$ cat src/rtl/core/fmqd_pkg.sv
// ----------------------------------------------------------------------------
// fmqd_pkg
// Shared constants, types and the arctangent table of the FM discriminator.
// ----------------------------------------------------------------------------
package fmqd_pkg;

  localparam int PHASE_BITS    = 16;
  localparam int CORDIC_STAGES = 16;

  localparam int RAW_W  = 8;
  localparam int CEN_W  = 9;
  localparam int PROD_W = 2 * CEN_W;
  localparam int SUM_W  = PROD_W + 1;
  localparam int XW     = 30;
  localparam int ZW     = PHASE_BITS + 2;
  localparam int OUT_W  = 16;
  localparam int SHW    = $clog2(CORDIC_STAGES);

  localparam logic [31:0] ATAN_TAB [24] = '{
    32'h20000000, 32'h12E4051E, 32'h09FB385B, 32'h051111D4,
    32'h028B0D43, 32'h0145D7E1, 32'h00A2F61E, 32'h00517C55,
    32'h0028BE53, 32'h00145F2F, 32'h000A2F98, 32'h000517CC,
    32'h00028BE6, 32'h000145F3, 32'h0000A2F9, 32'h0000517C,
    32'h000028BE, 32'h0000145F, 32'h00000A2F, 32'h00000517,
    32'h0000028B, 32'h00000145, 32'h000000A2, 32'h00000051
  };

  localparam logic [OUT_W-1:0] PH_ZERO    = 16'h0000;
  localparam logic [OUT_W-1:0] PH_PI      = 16'h8000;
  localparam logic [OUT_W-1:0] PH_HALF_PI = 16'h4000;
  localparam logic [OUT_W-1:0] PH_NEG_HPI = 16'hC000;

  typedef struct packed {
    logic                    vld;
    logic                    byp;
    logic [OUT_W-1:0]        byp_val;
    logic signed [XW-1:0]    x;
    logic signed [XW-1:0]    y;
    logic signed [ZW-1:0]    z;
  } cord_t;

  // stage angle rounded half up to units of pi/2^(PHASE_BITS-1)
  function automatic logic signed [ZW-1:0] stage_angle(input int k);
    logic [32:0] t;
    t = {1'b0, ATAN_TAB[k]} + (33'd1 << (31 - PHASE_BITS));
    return ZW'(t >> (32 - PHASE_BITS));
  endfunction

endpackage

$ cat src/rtl/core/fmqd_cell.sv
// ----------------------------------------------------------------------------
// fmqd_cell
// One vectoring CORDIC micro-rotation, registered.
// ----------------------------------------------------------------------------
module fmqd_cell import fmqd_pkg::*; (
  input  logic                 clk,
  input  logic                 rst_n,
  input  logic                 en,
  input  logic [SHW-1:0]       shift,
  input  logic signed [ZW-1:0] angle,
  input  cord_t                d,
  output cord_t                q
);

  cord_t                q_r, q_nxt;
  logic signed [XW-1:0] xs, ys;

  assign xs = d.x >>> shift;
  assign ys = d.y >>> shift;

  always_comb begin
    q_nxt = d;
    if (!d.y[XW-1]) begin
      q_nxt.x = d.x + ys;
      q_nxt.y = d.y - xs;
      q_nxt.z = d.z + angle;
    end else begin
      q_nxt.x = d.x - ys;
      q_nxt.y = d.y + xs;
      q_nxt.z = d.z - angle;
    end
  end

  always_ff @(posedge clk) begin
    if (!rst_n) begin
      q_r <= '0;
    end else if (en) begin
      q_r <= q_nxt;
    end
  end

  assign q = q_r;

endmodule

$ cat config.mk
export PLATFORM = sky130hd
export DESIGN_NAME = fmqd_cell
export DESIGN_NICKNAME = d
export VERILOG_FILES = /design/src/rtl/core/fmqd_pkg.sv /design/src/rtl/core/fmqd_cell.sv
export SDC_FILE = /design/constraint.sdc
export NUM_CORES = 1
export LEC_CHECK = 0
export BUFFER_PORTS_ARGS = -buffer_cell sky130_fd_sc_hd__buf_2
export CORE_ASPECT_RATIO = 0.75
export CORE_MARGIN = 8
export CORE_UTILIZATION = 55
export DETAILED_ROUTE_END_ITERATION = 10
export MAX_ROUTING_LAYER = met4
export PLACE_DENSITY = 0.81
export RECOVER_POWER = 100
export SLEW_MARGIN = 20
export SYNTH_ARGS = -nofsm -noshare
export SYNTH_HDL_FRONTEND = slang
export SYNTH_SLANG_ARGS = --single-unit
$ cat constraint.sdc
create_clock -name clk -period 9.5 [get_ports clk]
set_clock_uncertainty 0.15 [all_clocks]
set_input_delay 0.95 -clock clk [delete_from_list [all_inputs] [get_ports clk]]
set_output_delay 0.95 -clock clk [all_outputs]
set_load 0.03 [all_outputs]
Word-level counts from Yosys, hierarchy flattened
Index checks and enable logic that the tools add are counted. W data, S select, Z words.

Bits of input ports: 121. Flip-flop bits (word level): 96. Output and inout port bits: 96. Word-level logic and storage cells: 15.

Add/sub/neg operators: 6. Muxes and demuxes: 1. Shift-type cells: 2.

Operators with widths (count): $mux W78 (1); $add A30 B30 Y30 (2); $sshr A30 B4 Y30 (2); $sub A30 B30 Y30 (2); $add A18 B18 Y18 (1); $sub A18 B18 Y18 (1).

Logic depth before layout (Yosys ltp)
Depth after elaboration: 3. Depth in mapped cells: 29. Depth with buffers taken out: 23.

Worst setup path after synthesis
Ideal clock, no wire load.

Path type: input to register. From: in shift[3]. To: reg q_r, in the netlist q[43]. Buffers on the path: 6. Data arrival time: 6.729 ns. Stages: 25. Path slack: 2.561 ns. Required time: 9.290 ns. Cell sequence: buf_2 > buf_2 > buf_2 > inv_1 > buf_1 > buf_2 > buf_1 > mux4_2 > o21a_1 > ha_1 > inv_1 > nor4_1 > nand2_1 > or3_1 > a211oi_1 > a31oi_1 > o31a_1 > ha_1 > nand4_1 > o31ai_1 > or4b_2 > a31oi_1 > o21ai_0 > a2111oi_0 > a311o_1.

Word-level cells in the longest chain between the ends: 3. Elaborated cells on any way between the ends: 4. Classes of those cells: add/sub (2); shift (1); mux (1).

RTL lines: start: declaration (RTL line fmqd_cell.sv:9) `input logic [SHW-1:0] shift,`; $sshr A30 B4 Y30 * (RTL line fmqd_cell.sv:18) `assign xs = d.x >>> shift;`; $sub A30 B30 Y30 / $add A30 B30 Y30 (equally long branches) (RTL line fmqd_cell.sv:25, fmqd_cell.sv:29); $mux W78 * (RTL line fmqd_cell.sv:23) `if (!d.y[XW-1]) begin`; end signal: assignment (RTL line fmqd_cell.sv:38) `q_r <= q_nxt;`; end: declaration (RTL line fmqd_cell.sv:15) `cord_t q_r, q_nxt;`.

Every way passes the cells marked *; elsewhere a longest branch is shown, timed or not. A chain may end at the register's enable or synchronous reset.

Worst setup path in the final report
From: in d[47] (netlist bit). To: reg q_r, in the netlist q[77].

Word-level cells in the longest chain between the ends: 3. Elaborated cells on any way between the ends: 4. Classes of those cells: add/sub (2); shift (1); mux (1).

RTL lines: start: declaration (RTL line fmqd_cell.sv:11) `input cord_t d,`; $sshr A30 B4 Y30 (RTL line fmqd_cell.sv:19) `assign ys = d.y >>> shift;`; $add A30 B30 Y30 / $sub A30 B30 Y30 (equally long branches) (RTL line fmqd_cell.sv:24, fmqd_cell.sv:28); $mux W78 * (RTL line fmqd_cell.sv:23).

Marks and branches as above.

==> metrics <==
hold path start=q[73]$_SDFFE_PN0P_; Area growth syn-to-layout=10.2%; fraction of the cycle the final worst path needs=between 80% and 90%; initial antenna violation count=6; Max Root-Sink Buffers=2; Synthesis Warnings=0; DRC violation total after the first TritonRoute iteration=between 1,000 and 1,500; total negative slack=0 ns; global routing's busiest layer=met2; met1 routing resource usage after global routing=about two fifths; endpoint type of the worst setup path=register; final hold violation count=0; leakage component of the power=5.78 nW; status=complete, but fails checks; sequential power share=about 24%; wire length per cell after detailed routing=roughly 20 um; Worst setup SP type=primary input; clock tree from TritonCTS=built; weighted congestion at the end of routability-driven global placement=about 0.96; CTS root buffer=sky130_fd_sc_hd__clkbuf_16; worst rel slew slack=-146%; Critical Setup Path Class=in -> reg; cell type with the highest aggregate area in the netlist=sky130_fd_sc_hd__dfxtp_1; M3 GR Usage=around 6.7%; clock slew at reported path FFs=0.08 ns; met2 global-route usage=a little over two fifths; Arr. time, crit path=7.96 ns; post-detail-place hpwl=~30,000 um; DRT antenna net count=0; Placed Cells incl. Taps=slightly below 2,000; CTS H-tree lvls=3; die width=around 190 um; max-capacitance violation count=4; failing checks=capacitance limit, slew limit; share of Yosys cell area claimed by the top area cell type=15.3%; Synth Instances=between 1,500 and 2,000; overall power=roughly 2 mW; switching power share of the total=around 46%; required time worst endpoint=between 9 and 10 ns; area inside the core boundary=0.0227 mm2; internal power=1.11 mW; Detailed Routing Iterations Pass 1=5; most common library cell in the layout ignoring fill and taps=sky130_fd_sc_hd__nor2_1; pin count of the biggest net entering global routing=82; Port-buffer cells=~220; cell types occupying the most area after synthesis=sky130_fd_sc_hd__dfxtp_1 (15%), sky130_fd_sc_hd__mux4_2 (9.3%), sky130_fd_sc_hd__mux2i_1 (8.7%); Pins Over Slew Limit=200; number of I/O pins=217; post-cts sizing count=0; die area=roughly 0.028 mm2; drt drc=0; largest fanout on the critical path=64; overall global routing resource usage=around 28%; finished layout cell area=approximately 0.014 mm2; setup repair bufs after CTS=0; total CTS buffers=9; CTS sink cnt=96; global-route wire length before repair=between 60,000 and 70,000 um; final worst setup slack=between 1.5 and 2 ns; post-synthesis register bit count=96; setup repair after global routing missed its margin=no; launch instance of the worst register-to-register path=q[56]$_SDFFE_PN0P_; net load switching power=around 950 uW; vias in the first global route=11,900; vertical die dimension=between 100 and 150 um; post-synthesis cell type count=a little under 90; final core area utilization=slightly above 60%; Min Clock Period, post-route=7.85 ns; post-synth net total=roughly 1,800; Post-Place Cell Area=0.0137 mm2; share of power burned in combinational logic=between 50 and 60%; most frequent cells in the layout=sky130_fd_sc_hd__nor2_1 (183), sky130_fd_sc_hd__a21oi_1 (132), sky130_fd_sc_hd__buf_2 (116); worst supply voltage drop on vdd=around 140 uV; share of total power in the clock network=about a fifth; average footprint of a synthesized cell=around 8.1 um2; slew at the pin closest to its max-slew limit=between 3 and 4 ns; number of fill cells in the layout=2,140; clock latency reported for the late side of the worst-skew pair=0.37 ns; via count normalized by instance count=~6.4; Final Hold Slack=around 0.32 ns; power per cell area=~150 mW/mm2; total wire length=40,300 um; final instance count without filler cells=roughly 2,000; initial cell density of the core=around 55%; fmax=roughly 130 MHz; sequential-to-total area share from yosys stat=between 10% and 20%; GRT overflow=0; number of enable flip-flop cells after synthesis=0; share of layout cells above drive strength 1=between 10 and 15%; Worst Setup Slack post-DPL=1.79 ns; async set or reset register ratio after synthesis=0%; most used flip-flop cell after synthesis=sky130_fd_sc_hd__dfxtp_1; Row Count=48; critical path startpoint=d[47]; count of hold-fix buffers inserted at cts=0; worst min-delay path class=reg -> reg; post-synth design cell area=approximately 0.013 mm2; flip-flop count of the largest register after layout=96; number of nets at the end of the flow=roughly 1,900; total number of vias=around 13,000; Final setup viols=0
-- cell families after synthesis --
family / share of synthesized area (%)
AND/OR/NAND/NOR: 19.3
AO/OA/AOI/OAI: 21.6
multiplexers: 21.9
buffers and inverters: 4.52
XOR/XNOR: 8.52
flip-flops: 15.3
adder cells (fa/ha/maj): 8.86
-- area by class of cell --
cell class / count / area [um2] / area share, %
Sequential cell: 96 / 1920 / 13.9
Antenna cell: 6 / 15.0 / 0.109
Clock buffer: 9 / 225 / 1.63
Multi-Input combinational cell: 1326 / 10000 / 72.5
Inverter: 37 / 139 / 1.00
Timing Repair Buffer: 227 / 1030 / 7.48
Tap cell: 300 / 375 / 2.71
Clock inverter: 7 / 85.1 / 0.615
-- cells in the mapped netlist, drive strengths merged, types with 18 or more instances --
cell type    n
buf         48
nor3        31
o21ai       80
nor2b       18
a31oi       28
mux2        27
nor2       184
clkbuf      44
xnor2       83
o21a        26
a21oi      132
inv         35
ha          84
dfxtp       96
a21o        23
nand3       39
mux2i      109
nand2      111
xor2        39
mux4        59
a211oi      21
-- critical path, cell delays in order --
cell,delay [ns]
sky130_fd_sc_hd__clkbuf_1,0.69
sky130_fd_sc_hd__clkbuf_1,2.01
sky130_fd_sc_hd__o21ai_0,0.49
sky130_fd_sc_hd__and2_0,0.42
sky130_fd_sc_hd__mux2i_1,0.22
sky130_fd_sc_hd__o31ai_1,0.10
sky130_fd_sc_hd__or2b_1,0.24
sky130_fd_sc_hd__a21oi_1,0.27
sky130_fd_sc_hd__xnor2_1,0.24
sky130_fd_sc_hd__ha_1,0.40
sky130_fd_sc_hd__nand4_1,0.13
sky130_fd_sc_hd__nor4_1,0.61
sky130_fd_sc_hd__o211ai_1,0.25
sky130_fd_sc_hd__a21oi_1,0.32
sky130_fd_sc_hd__o21ai_0,0.23
sky130_fd_sc_hd__a211oi_1,0.25
sky130_fd_sc_hd__nor3b_1,0.09
-- power by group through the flow --
stage | sequential [mW] | clock (mW) | combinational (mW)
after global placement | 0.501 | 0 | 1.15
after floorplan | 0.627 | 0 | 0.760
after detailed placement | 0.505 | 0 | 1.17
after CTS | 0.496 | 0.396 | 1.18
after global routing | 0.507 | 0.408 | 1.28
final | 0.498 | 0.382 | 1.18
-- final timing paths --
kind	endpoint	slack [ns]	cells after the start
max	q[77]$_SDFFE_PN0P_	1.65	17
min	q[73]$_SDFFE_PN0P_	0.32	2
max reg2reg	q[56]$_SDFFE_PN0P_	8.45	3
min reg2reg	q[73]$_SDFFE_PN0P_	0.32	2
-- per-layer routing --
metal / vias to the layer above / part of all wire (%) / wire (um)
met5: - / 0 / 0
met4: 0 / 2.6 / 1050
met3: 105 / 11 / 4320
met2: 658 / 44 / 17700
met1: 6015 / 43 / 17300
li1: 6084 / - / -
(Power assumes the default switching activity.)
