--- config.mk ---
export PLATFORM = sky130hd
export DESIGN_NAME = fmqd_front
export DESIGN_NICKNAME = d
export VERILOG_FILES = /design/src/rtl/core/fmqd_pkg.sv /design/src/rtl/core/fmqd_front.sv
export SDC_FILE = /design/constraint.sdc
export NUM_CORES = 1
export LEC_CHECK = 0
export ABC_CLOCK_PERIOD_IN_PS = 8700
export BUFFER_PORTS_ARGS = -buffer_cell sky130_fd_sc_hd__buf_2
export CORE_ASPECT_RATIO = 1.4
export CORE_MARGIN = 8
export CORE_UTILIZATION = 50
export DETAILED_ROUTE_END_ITERATION = 6
export PLACE_DENSITY = 0.65
export SYNTH_ARGS = -nofsm -noshare
export SYNTH_HDL_FRONTEND = slang
export SYNTH_SLANG_ARGS = --single-unit
export TNS_END_PERCENT = 20
--- constraint.sdc ---
create_clock -name clk -period 8.7 [get_ports clk]
set_input_delay 1.305 -clock clk [delete_from_list [all_inputs] [get_ports clk]]
set_output_delay 1.305 -clock clk [all_outputs]
set_load 0.05 [all_outputs]
--- src/rtl/core/fmqd_pkg.sv ---
// ----------------------------------------------------------------------------
// fmqd_pkg
// Shared constants, types and the arctangent table of the FM discriminator.
// ----------------------------------------------------------------------------
package fmqd_pkg;

  localparam int PHASE_BITS    = 16;
  localparam int CORDIC_STAGES = 16;

  localparam int RAW_W  = 8;
  localparam int CEN_W  = 9;
  localparam int PROD_W = 2 * CEN_W;
  localparam int SUM_W  = PROD_W + 1;
  localparam int XW     = 30;
  localparam int ZW     = PHASE_BITS + 2;
  localparam int OUT_W  = 16;
  localparam int SHW    = $clog2(CORDIC_STAGES);

  localparam logic [31:0] ATAN_TAB [24] = '{
    32'h20000000, 32'h12E4051E, 32'h09FB385B, 32'h051111D4,
    32'h028B0D43, 32'h0145D7E1, 32'h00A2F61E, 32'h00517C55,
    32'h0028BE53, 32'h00145F2F, 32'h000A2F98, 32'h000517CC,
    32'h00028BE6, 32'h000145F3, 32'h0000A2F9, 32'h0000517C,
    32'h000028BE, 32'h0000145F, 32'h00000A2F, 32'h00000517,
    32'h0000028B, 32'h00000145, 32'h000000A2, 32'h00000051
  };

  localparam logic [OUT_W-1:0] PH_ZERO    = 16'h0000;
  localparam logic [OUT_W-1:0] PH_PI      = 16'h8000;
  localparam logic [OUT_W-1:0] PH_HALF_PI = 16'h4000;
  localparam logic [OUT_W-1:0] PH_NEG_HPI = 16'hC000;

  typedef struct packed {
    logic                    vld;
    logic                    byp;
    logic [OUT_W-1:0]        byp_val;
    logic signed [XW-1:0]    x;
    logic signed [XW-1:0]    y;
    logic signed [ZW-1:0]    z;
  } cord_t;

  // stage angle rounded half up to units of pi/2^(PHASE_BITS-1)
  function automatic logic signed [ZW-1:0] stage_angle(input int k);
    logic [32:0] t;
    t = {1'b0, ATAN_TAB[k]} + (33'd1 << (31 - PHASE_BITS));
    return ZW'(t >> (32 - PHASE_BITS));
  endfunction

endpackage

--- src/rtl/core/fmqd_front.sv ---
// ----------------------------------------------------------------------------
// fmqd_front
// Centres the sample, forms the conjugate product with the previous sample,
// detects the axis cases and applies the quadrant pre-rotation.
// ----------------------------------------------------------------------------
module fmqd_front import fmqd_pkg::*; (
  input  logic             clk,
  input  logic             rst_n,
  input  logic             en,
  input  logic             acc,
  input  logic [RAW_W-1:0] i_raw,
  input  logic [RAW_W-1:0] q_raw,
  input  logic             restart,
  output cord_t            q
);

  logic signed [CEN_W-1:0]  last_i_r, last_q_r;
  logic                     have_r;
  logic signed [CEN_W-1:0]  ci, cq;
  logic signed [CEN_W:0]    ci_w, cq_w;

  logic                     pv_r;
  logic signed [PROD_W-1:0] p_ii_r, p_qq_r, p_qi_r, p_iq_r;

  logic signed [SUM_W-1:0]  re, im;
  logic signed [XW-1:0]     xe, ye;
  cord_t                    q_r, q_nxt;

  assign ci_w = $signed({1'b0, i_raw, 1'b0}) - 10'sd255;
  assign cq_w = $signed({1'b0, q_raw, 1'b0}) - 10'sd255;
  assign ci   = ci_w[CEN_W-1:0];
  assign cq   = cq_w[CEN_W-1:0];

  always_ff @(posedge clk) begin
    if (!rst_n) begin
      last_i_r <= '0;
      last_q_r <= '0;
      have_r   <= 1'b0;
      pv_r     <= 1'b0;
    end else if (en) begin
      pv_r <= acc && have_r && !restart;
      if (acc) begin
        last_i_r <= ci;
        last_q_r <= cq;
        have_r   <= 1'b1;
      end
    end
  end

  always_ff @(posedge clk) begin
    if (en && acc) begin
      p_ii_r <= ci * last_i_r;
      p_qq_r <= cq * last_q_r;
      p_qi_r <= cq * last_i_r;
      p_iq_r <= ci * last_q_r;
    end
  end

  assign re = {p_ii_r[PROD_W-1], p_ii_r} + {p_qq_r[PROD_W-1], p_qq_r};
  assign im = {p_qi_r[PROD_W-1], p_qi_r} - {p_iq_r[PROD_W-1], p_iq_r};
  assign xe = {{(XW-SUM_W){re[SUM_W-1]}}, re} <<< 8;
  assign ye = {{(XW-SUM_W){im[SUM_W-1]}}, im} <<< 8;

  always_comb begin
    q_nxt         = '0;
    q_nxt.vld     = pv_r;
    q_nxt.x       = xe;
    q_nxt.y       = ye;
    q_nxt.z       = '0;
    if (re == '0 && im == '0) begin
      q_nxt.byp     = 1'b1;
      q_nxt.byp_val = PH_ZERO;
    end else if (im == '0) begin
      q_nxt.byp     = 1'b1;
      q_nxt.byp_val = re[SUM_W-1] ? PH_PI : PH_ZERO;
    end else if (re == '0) begin
      q_nxt.byp     = 1'b1;
      q_nxt.byp_val = im[SUM_W-1] ? PH_NEG_HPI : PH_HALF_PI;
    end
    if (xe[XW-1]) begin
      if (!ye[XW-1]) begin
        q_nxt.x = ye;
        q_nxt.y = -xe;
        q_nxt.z = ZW'(1) <<< (PHASE_BITS - 2);
      end else begin
        q_nxt.x = -ye;
        q_nxt.y = xe;
        q_nxt.z = -(ZW'(1) <<< (PHASE_BITS - 2));
      end
    end
  end

  always_ff @(posedge clk) begin
    if (!rst_n) begin
      q_r <= '0;
    end else if (en) begin
      q_r <= q_nxt;
    end
  end

  assign q = q_r;

endmodule

# After elaboration in Yosys (flattened, before gate mapping)
# Cells that the tools add are included.
# Widths: inputs -> output; s select.
dict set report totals {
  regBits 188
  word_cells 39
}
dict set report op_classes {
  n_addsub 6
  n_mul 4
  muxes 7
  reduce_logical 8
}
# cell count
set ops {}
lappend ops {{$mux 78} 2}
lappend ops {{$mul 9x9->18} 4}
lappend ops {{$neg 27->30} 2}
lappend ops {{$mux 17} 3}
lappend ops {{$logic_not 19->1} 2}
lappend ops {{$mux 16} 2}
lappend ops {{$add 18x18->19} 1}
lappend ops {{$sub 18x18->19} 1}
lappend ops {{$sub 9x8->9 const B} 2}
lappend ops {{$logic_and 1x1->1} 4}
lappend ops {{$reduce_and 2->1} 1}
lappend ops {{$logic_not 1->1} 1}

# Depth between registers and ports, before layout
# Gate-level depths: netlist (run 1).
dict set report logic_depth {
  word_depth 5
  depth_mapped 22
}

# Worst setup path after synthesis (run 1)
# OpenSTA, ideal clock, no wires.
dict set report synth_timing {
  path_kind {input-to-reg}
  startpoint {input i_raw[4]}
  endpoint {register p_iq_r[17], data pin}
  setup_time_ns 0.268
  arrival_time_ns 6.199
  required_time_ns 8.432
  setup_slack_ns 2.234
  cell_stages 22
  n_path_buf 2
  path_cell_list {clkbuf_1 clkbuf_1 nand2_1 fa_1 inv_1 fa_1 ha_1 inv_1 fa_1 inv_1 ha_1 ha_1 fa_1 a21o_1 a21oi_1 o21bai_1 a21oi_1 nor2b_1 o21a_1 o31a_1 o41ai_1 xnor2_1}
}
dict set report synth_between {
  elab_chain_cells 2
}
# element line_no
set synth_lines {}
lappend synth_lines {{from (decl)} fmqd_front.sv:11} ;# input logic [RAW_W-1:0] i_raw,
lappend synth_lines {{$sub 9x8->9} fmqd_front.sv:29} ;# assign ci_w = $signed({1'b0, i_raw, 1'b0}) - 10'sd255;
lappend synth_lines {{$mul 9x9->18} fmqd_front.sv:55} ;# p_iq_r <= ci * last_q_r;
lappend synth_lines {{to (signal assigned)} fmqd_front.sv:55}
lappend synth_lines {{to (decl)} fmqd_front.sv:23} ;# logic signed [PROD_W-1:0] p_ii_r, p_qq_r, p_qi_r, p_iq_r;
# Every way passes these cells.
# A chain may end at the register's enable or synchronous reset.

# Worst setup path in the final report (run 1)
dict set report layout_timing {
  startpoint {input q_raw[7]}
  endpoint {register p_qi_r[17], data pin}
}
dict set report layout_between {
  elab_chain_cells 2
}
# element line_no
set layout_lines {}
lappend layout_lines {{from (decl)} fmqd_front.sv:12} ;# input logic [RAW_W-1:0] q_raw,
lappend layout_lines {{$sub 9x8->9} fmqd_front.sv:30} ;# assign cq_w = $signed({1'b0, q_raw, 1'b0}) - 10'sd255;
lappend layout_lines {{$mul 9x9->18} fmqd_front.sv:54} ;# p_qi_r <= cq * last_i_r;
lappend layout_lines {{to (signal assigned)} fmqd_front.sv:54}
lappend layout_lines {{to (decl)} fmqd_front.sv:23}
# Every way passes these cells.

==> results.ini, run 1 <==
[timing]
fmax_ghz=0.1624
rsz0062_at_grt=no
setup_viol=0
final_hold_viol_count=0
max_slew_margin_pct=22.58
fin_crit_ns=6.156
tightest_slew_ns=1.160
period_share_pct=70.76
setup_tns_ns=0
slew_viol_final=0
skew_ns=0.01369

[drt]
routed_via_density=5.385
ant_nets=0
routedWlPerCell_um=17.52
first_pass_iters=5
drc=0
routed_wl_mm=46.05
vias=14160
drtIter0Drc=755

[critical_path]
cp.arrival_ns=6.34
critical_path_class=in -> reg
crit_path_end_kind=flop
critPathTopFamily=adder cells
slowest_stage=fa_1
worstPathCellList=buf_2 -> nand2b_1 -> fa_1 -> inv_1 -> fa_1 -> fa_1 -> fa_1 -> fa_1 -> ha_1 -> a21oi_1 -> o21bai_1 -> a21oi_1 -> nor2b_1 -> o21a_1 -> o31a_1 -> o41ai_1 -> xnor2_1
max_stage_delay_ns=0.57
path_common_cell=fa_1
required_ns=8.88
critical_path_buf_inv_count=2
crit_fanout=18
crit_path_start_kind=input port

[clock_tree]
ctsResizeCount=0
clockBufferDepth=2
cts_sinks=135
cts-root-buf=clkbuf_16
cts_made_buffers=17
cts_tree=built
clkLatencyLatePin_ns=0.45
postCtsSetupBuffers=0
cts_hold_buf=0
path_clk_slew_ns=0.06
cts_max_level=4

[pwr]
finalPower_uw=3580
p_leak_uw=0.009935
p_per_area_nw_per_um2=173.5
ir_drop_mv=0.1651

[logic_synthesis]
yosys_most_used_dff=edfxtp_1
synthTopCellsByCount=inv_1, fa_1, nand2_1
synth_area_leaders=fa_1, ha_1, edfxtp_1
ys_seq_area_share_pct=17.34
async_flop_share_pct=0
synth_warnings=0
post-synth-top-area-cell=fa_1
yosys.area.top_type_share_pct=28.33
yosysMostFrequentCell=inv_1
synth.distinct_cells=92
postSynthAreaPerCell_um2=9.415
syn_area_um2=19570
synth_seq_cells=135
netlist_instances=2079
synth_edf_count=69

[floorplanning]
die_h_um=250.1
core_um2=38950
ios=117
dieArea_um2=45830
num_rows=86
dieWidth_um=183.2
initial_utilization_pct=50.25

[finish]
fillers=3645
antenna_cells=0
nNetsFinal=2579
multi_input_area_um2=14490
register_area_um2=3393
drive_above_1_share_pct=6.997
area_growth_pct=5.440

[worst_hold_path]
min_path_type=reg -> reg

[placement]
io_buffers=70
place_hpwl_mm=37.16
globalplace.congestion=0.8951

[global_route]
grt_pass1_vias=14730
grtUsageTotal_pct=20.59
grt_pass1_wl_mm=75.26
overflow=0
antenna_found_initial=0
grt_max_degree=82

[outcome]
status=complete, no violations

[flow_run]
cap_viol_max_count=0

[tightest hold or removal path, cell delays in order (launching register included)]
cell and delay (ns):
dfxtp_1 0.32, nor2_1 0.04, nor2_1 0.07
[where the power goes]
group	switching [uW]	internal [uW]	total [uW]
sequential	66.4	798	864
clock	294	359	653
combinational	1320	741	2060
total	1680	1900	3580
[layout make-up]
type / count / area share (%)
tap: 528 / 3.201
timing repair buffer: 81 / 2.098
multi-input combinational: 1547 / 70.18
clock inverter: 14 / 0.4244
clock buffer: 18 / 2.079
inverter: 306 / 5.571
sequential: 135 / 16.44
[metal layers]
metal | vias to the layer above | share of wire (%) | routed length [um] | track usage, %
met5 | - | 0 | 0 | 0
met1 | 7039 | 40 | 18300 | 23.62
met2 | 315 | 52 | 23790 | 36.96
met4 | 0 | 4.7 | 2163 | 10.20
li1 | 6715 | - | - | -
met3 | 87 | 3.9 | 1796 | 2.755
[per-stage QoR]
| stage | std cells | util [%] | setup slack [ns] | area (um2) | hold WS (ns) |
|---|---|---|---|---|---|
| 4_1_cts | 2629 | 52.98 | 2.559 | 20640 | 0.4648 |
| 3_3_place_gp | 2597 | 51.66 | 2.217 | 20120 | 0.4435 |
| 6_report | 2629 | 52.98 | 2.544 | 20640 | 0.4622 |
| 5_1_grt | 2629 | 52.98 | 2.239 | 20640 | 0.4852 |
| 2_1_floorplan | 2124 | - | 2.234 | 19740 | 0.4406 |
| 3_5_place_dp | 2597 | 51.66 | 2.080 | 20120 | 0.4501 |
[registers in the layout (all words and copies together), names as in the netlist]
name	flops
p_qq_r	17
last_q_r	8
last_i_r	9
pv_r	1
p_qi_r	17
p_ii_r	18
q	48
p_iq_r	17
[cells by family (layout without fill, tap and decap cells)]
kind of cell               Yosys count  after routing  synth area share (%)
AOI/OAI and AO/OA                  299            299                 10.59
buffers and inverters              442            419                 9.563
other                                1             46               0.01916
adders and majority gates          470            470                 40.67
muxes                               13             13                0.6712
and+or+nand+nor                    609            609                 16.12
DFF                                135            135                 17.34
xor gates and xnor gates           110            110                 5.037
[final timing paths]
path / slack, ns / to / cells after the start / from
setup / recovery: 2.54 / p_qi_r[17]$_DFFE_PP_ / 17 / q_raw[7]
hold / removal: 0.46 / q[47]$_SDFFE_PN0P_ / 2 / q[47]$_SDFFE_PN0P_
setup reg to reg: 2.74 / p_qi_r[17]$_DFFE_PP_ / 17 / last_i_r[5]$_SDFFE_PN0P_
hold reg to reg: 0.46 / q[47]$_SDFFE_PN0P_ / 2 / q[47]$_SDFFE_PN0P_
[placed cells by master, fill, tap and decap left out, types with 13 or more instances in the layout]
| cell | n |
|---|---|
| dfxtp_1 | 66 |
| o21a_1 | 22 |
| clkbuf_16 | 17 |
| a21oi_1 | 79 |
| a21o_1 | 23 |
| edfxtp_1 | 69 |
| nor2_1 | 88 |
| nand2_1 | 202 |
| nand2b_1 | 29 |
| a211oi_1 | 17 |
| fa_1 | 277 |
| o21ai_0 | 40 |
| inv_1 | 304 |
| xor2_1 | 21 |
| conb_1 | 46 |
| nand3_1 | 31 |
| nor3_1 | 32 |
| and2_1 | 106 |
| nor2b_1 | 47 |
| ha_1 | 193 |
| or3_1 | 13 |
| buf_2 | 70 |
| xnor2_1 | 86 |
(Power assumes the default switching activity.)
==> run 2, diff against run 1 <==
Settings changed: ABC_CLOCK_PERIOD_IN_PS 8700 to 5200, PLACE_DENSITY 0.65 to 0.67.
Clock period 8.7 ns to 5.2 ns, I/O delays scaled along.
==> run 2 against run 1 <==
Total power increased by 83%; clock-buffer cell count unchanged; combinational power grew 93%; utilization rose by 5.4 points.
==> results.ini, run 2 (synthesis results as in run 1) <==
[global_route]
grt_pass1_vias=15750  ; +7.0%
grt_pass1_wl_mm=80.21  ; +6.6%
antenna_found_initial=0  ; unchanged
grtUsageTotal_pct=22.07  ; +1.5 points
overflow=0  ; unchanged
grt_max_degree=40  ; -51%

[critical_path]
r2r-start=last_i_r[0]$_SDFFE_PN0P_
crit_fanout=8  ; -10
regToRegSetupSlack_ns=0.02  ; -2.72 ns
worstPathCellList=buf_4 -> buf_4 -> and2_1 -> fa_1 -> fa_1 -> ha_1 -> inv_1 -> fa_1 -> inv_1 -> ha_1 -> ha_2 -> fa_2 -> a21o_1 -> a21oi_2 -> o21bai_1 -> a21oi_1 -> nor2b_1 -> o21a_1 -> o31a_1 -> o41ai_2 -> xnor2_1
r2r_cells=18  ; +1
crit_path_start_kind=input port
slowest_stage=fa_1
path_common_cell=fa_1
critical_path_class=in -> reg
max_stage_delay_ns=0.49  ; -0.08 ns
cp.arrival_ns=5.39  ; -0.95 ns
required_ns=5.39  ; -3.49 ns
worstReg2RegEnd=p_qi_r[17]$_DFFE_PP_
crit_path_end_kind=flop

[floorplanning]
dieWidth_um=183.2  ; unchanged
core_um2=38950  ; unchanged
ios=117  ; unchanged
die_h_um=250.1  ; unchanged
initial_utilization_pct=50.25  ; unchanged
num_rows=86  ; unchanged
dieArea_um2=45830  ; unchanged

[worst_hold_path]
min_path_type=reg -> reg
min_path_cells=2  ; unchanged
hold_start=q[45]$_SDFFE_PN0P_
holdPathEnd=q[45]$_SDFFE_PN0P_

[drt]
routedWlPerCell_um=17.53  ; about the same
routed_via_density=5.318  ; -1.2%
vias=15010  ; +6.1%
drc=0  ; unchanged
routed_wl_mm=49.48  ; +7.5%
ant_nets=0  ; unchanged
first_pass_iters=5  ; unchanged
drtIter0Drc=695  ; -7.9%

[clock_tree]
cts_sinks=135  ; unchanged
cts_tree=built
path_clk_slew_ns=0.06  ; about the same
clkLatencyLatePin_ns=0.45  ; about the same
clockBufferDepth=2  ; unchanged
cts_made_buffers=17  ; unchanged
cts_max_level=4  ; unchanged
cts-root-buf=clkbuf_16
cts_hold_buf=0  ; unchanged

[pwr]
finalPower_uw=6557  ; +83%
p_per_area_nw_per_um2=288.4  ; +66%
ir_drop_mv=0.2455  ; +49%
p_leak_uw=0.01103  ; +11%

[placement]
io_buffers=70  ; unchanged
place_hpwl_mm=41.84  ; +13%
placed_cells=2786  ; +7.3%
globalplace.congestion=0.9417  ; +5.2%

[timing]
rsz0062_at_grt=yes
max_slew_margin_pct=37.23  ; +15 points
period_share_pct=99.93
fmax_ghz=0.1924
slew_viol_final=0  ; unchanged
fin_crit_ns=5.196
skew_ns=0.01181  ; -0.001876 ns
setup_viol=0  ; unchanged
tightest_slew_ns=0.9383  ; -0.2217 ns
final_hold_viol_count=0  ; unchanged

[finish]
area_growth_pct=16.15
final_cell_mix=inv_1, fa_1, buf_4
layout_commonest_cell=inv_1
drive_above_1_share_pct=18.61  ; +12 points
instances_no_fill=2823  ; +7.4%
antenna_cells=0  ; unchanged
nNetsFinal=2773  ; +7.5%
largest_register_ffs=48  ; unchanged

[flow_run]
cap_viol_max_count=0  ; unchanged

[outcome]
status=complete, no violations

[run 2: per-stage QoR]
stage | TNS (ns) | area (um2) | utilization [%] | hold slack [ns] | setup slack, ns
3_5_place_dp | -7.459 | 21880 | 56.16 | 0.4573 | -0.5723
6_report | 0 | 22730 | 58.36 | 0.4645 | 0.003825
2_1_floorplan | -1.596 | 20150 | - | 0.4406 | -0.2965
4_1_cts | -0.04126 | 22480 | 57.70 | 0.4669 | -0.02763
3_3_place_gp | -5.937 | 21880 | 56.16 | 0.4471 | -0.4565
5_1_grt | -0.4558 | 22730 | 58.36 | 0.4803 | -0.1580
[run 2: worst max path at each step]
stage | to | cells after the start | start
6_report | p_qi_r[17]$_DFFE_PP_ | 21 | q_raw[2]
3_3_place_gp | p_ii_r[17]$_DFFE_PP_ | 21 | i_raw[3]
5_1_grt | p_qi_r[17]$_DFFE_PP_ | 18 | last_i_r[0]$_SDFFE_PN0P_
4_1_cts | p_qi_r[17]$_DFFE_PP_ | 21 | q_raw[2]
2_1_floorplan | p_qq_r[17]$_DFFE_PP_ | 18 | q_raw[5]
3_5_place_dp | p_qq_r[17]$_DFFE_PP_ | 21 | q_raw[3]
[run 2: where the power goes]
group	leakage, uW	internal, uW	switching, uW	total (uW)
sequential	0.00121	1330	87.3	1420
clock	0.000281	644	527	1170
combinational	0.00954	1560	2410	3970
[run 2: final cells by class]
type | instances | area [um2]
clock buffers | 18 | 439.2
inverters | 306 | 1150
multi-input cells | 1547 | 14910
well taps | 528 | 660.6
repair buffers | 275 | 2029
clock inverters | 14 | 128.9
flip-flops and latches | 135 | 3418
fillers | 3456 | 16220
[run 2: routing by layer]
layer / share of wire (%) / global-route usage [%]
met5: 0 / 0
met4: 5.2 / 11.02
met3: 4.5 / 3.147
met2: 52 / 40.86
met1: 38 / 24.10
[run 2: worst max-delay path, delay by kind of cell]
kind,cells,cell delay [ns]
simple gates,2,0.21
xor+xnor,1,0.11
buf+inv,4,0.40
compound gates,7,1.40
fa+ha+maj,7,2.46
[run 2: repair_timing]
item / CTS / global route
endpoints found under the hold margin: 0 / 0
setup buffers: 0 / 5
pin swaps: 2 / 36
setup endpoints to repair: 11 / 15
cloned: 0 / 0
resized for setup: 14 / 60
==> run 3, diff against run 2 <==
Settings changed: ABC_CLOCK_PERIOD_IN_PS 5200 to 4700.
Clock period 5.2 ns to 4.7 ns, I/O delays scaled along.
==> run 3 against run 2 <==
Highest routed layer unchanged; the flow now finishes with violations (setup timing); largest cell class unchanged; register-to-register slack got worse by 0.48 ns; hold slack got worse by 0.0069 ns; worst setup slack got worse by 0.46 ns.
==> results.ini, run 3 (synthesis results as in run 1) <==
[floorplanning]
dieWidth_um=183.2  ; unchanged
num_rows=86  ; unchanged
core_um2=38950  ; unchanged
ios=117  ; unchanged
initial_utilization_pct=50.25  ; unchanged
dieArea_um2=45830  ; unchanged
die_h_um=250.1  ; unchanged

[timing]
setup_tns_ns=-4.646  ; -4.646 ns
fin_ws_ns=-0.4556  ; -0.4594 ns
tightest_slew_ns=0.8653  ; -0.07301 ns
fin_crit_ns=5.156
final_hold_viol_count=0  ; unchanged
whs_ns=0.4576  ; -0.006879 ns
skew_ns=0.01044  ; -0.001376 ns
max_slew_margin_pct=42.12  ; +4.9 points
slew_viol_final=0  ; unchanged
rsz0062_at_grt=yes
period_share_pct=109.7
setup_viol=19  ; +19
fmax_ghz=0.1940

[outcome]
status=complete, but fails checks
violations=setup timing

[drt]
drtIter0Drc=659  ; -5.2%
ant_nets=0  ; unchanged
routed_wl_mm=50.97  ; +3.0%
drc=0  ; unchanged
first_pass_iters=6  ; +1
highest_layer=met4
routedWlPerCell_um=17.66  ; +0.75%
wl_met1_mm=18.87  ; about the same
routed_via_density=5.316  ; about the same
vias=15340  ; +2.2%
wl_met3_mm=2.456  ; +11%
wl_met2_mm=26.94  ; +4.3%

[clock_tree]
clkLatencyLatePin_ns=0.45  ; about the same
clockBufferDepth=2  ; unchanged
cts_made_buffers=17  ; unchanged
path_clk_slew_ns=0.06  ; about the same
cts-root-buf=clkbuf_16
cts_sinks=135  ; unchanged
cts_max_level=4  ; unchanged
cts_hold_buf=0  ; unchanged
cts_tree=built

[finish]
multi_input_area_um2=14950  ; +0.31%
antenna_cells=0  ; unchanged
area_growth_pct=19.07
finish.instance_area_um2=23310  ; +2.5%
layout_commonest_cell=inv_1
instances_no_fill=2886  ; +2.2%
drive_above_1_share_pct=20.91  ; +2.3 points
register_area_um2=3425  ; +0.18%
final_cell_mix=inv_1, fa_1, buf_4
nNetsFinal=2836  ; +2.3%
largest_register_ffs=48  ; unchanged
fillers=3370  ; -2.5%

[global_route]
antenna_found_initial=0  ; unchanged
grt_pass1_wl_mm=82.32  ; +2.6%
overflow=0  ; unchanged
grt_pass1_vias=16370  ; +3.9%
grtUsageTotal_pct=22.64  ; +0.57 points
grt_max_degree=66  ; +65%

[critical_path]
critical_path.startpoint=last_i_r[0]$_SDFFE_PN0P_
slowest_stage=fa_1
crit_path_end_kind=flop
r2r_cells=21  ; +3
max_stage_delay_ns=0.54  ; +0.05 ns
critical_path_class=reg -> reg
r2r-start=last_i_r[0]$_SDFFE_PN0P_
crit_path_start_kind=flop
crit_fanout=5  ; -3
worstPathCellList=buf_4 -> nand2_4 -> fa_1 -> inv_1 -> fa_1 -> ha_1 -> inv_1 -> fa_1 -> inv_1 -> ha_4 -> ha_4 -> fa_2 -> a21o_1 -> a21oi_2 -> o21bai_1 -> a21oi_2 -> nor2b_1 -> o21a_1 -> o31a_1 -> o41ai_2 -> xnor2_1
cp.arrival_ns=5.36  ; -0.03 ns
regToRegSetupSlack_ns=-0.46  ; -0.48 ns
required_ns=4.90  ; -0.49 ns
worstReg2RegEnd=p_qq_r[17]$_DFFE_PP_

[pwr]
p_leak_uw=0.01142  ; +3.6%
ir_drop_mv=0.2940  ; +20%
p_per_area_nw_per_um2=320.2  ; +11%

[placement]
globalplace.congestion=0.9384  ; -0.35%
io_buffers=70  ; unchanged
placed_cell_area_um2=22300  ; +1.9%
place_ws_ns=-1.049  ; -0.4767 ns
placed_cells=2839  ; +1.9%
place_hpwl_mm=42.43  ; +1.4%

[worst_hold_path]
min_path_type=reg -> reg
min_path_cells=2  ; unchanged
holdPathEnd=q[45]$_SDFFE_PN0P_
hold_start=q[45]$_SDFFE_PN0P_

[flow_run]
cap_viol_max_count=0  ; unchanged

==> run 3: timing repair <==
item                                    in CTS  in global routing
resized for setup                           56                 22
buffers inserted                            12                  4
pin swaps                                   48                 24
endpoints found under the setup margin      32                 25
gates cloned                                 0                  0
==> run 3: metrics by stage <==
step,util [%],power [uW]
floorplan,-,4617
global placement,57.25,5947
detailed placement,57.25,6024
CTS,59.58,7467
global route,59.83,7949
finish,59.83,7463
==> run 3: metal layers <==
metal / track usage [%] / vias up
li1: - / 7240
met4: 12.37 / 0
met2: 42.33 / 420
met1: 23.83 / 7571
met5: 0 / -
met3: 3.408 / 111
==> run 3: how the worst max path moves through the flow <==
stage | depth (start not counted) | end
floorplan | 18 | p_qq_r[17]$_DFFE_PP_
global placement | 17 | p_qq_r[17]$_DFFE_PP_
detailed placement | 21 | p_ii_r[17]$_DFFE_PP_
CTS | 22 | p_qi_r[17]$_DFFE_PP_
global route | 21 | p_qq_r[17]$_DFFE_PP_
finish | 21 | p_qq_r[17]$_DFFE_PP_
==> run 3: critical path: cells and delay by family, from the launching register on <==
family                   cells  cell delay [ns]
AND/OR/NAND/NOR              2             0.11
AO/OA/AOI/OAI                7             1.42
buffers and inverters        4             0.30
flip-flops                   1             0.42
XOR/XNOR                     1             0.10
adder cells (fa/ha/maj)      7             2.53
==> run 3: cell type report <==
type                            count  area share [%]
Timing Repair Buffer              338           10.76
Multi-Input combinational cell   1547           64.16
Clock buffer                       25           2.405
Inverter                          306           4.934
Clock inverter                      7          0.2094
Tap cell                          528           2.835
Sequential cell                   135           14.69
==> run 3: where the power goes <==
group          internal, uW  switching (uW)  total, uW
Combinational          1800            2720       4520
Sequential             1470            97.4       1570
Clock                   831             543       1370
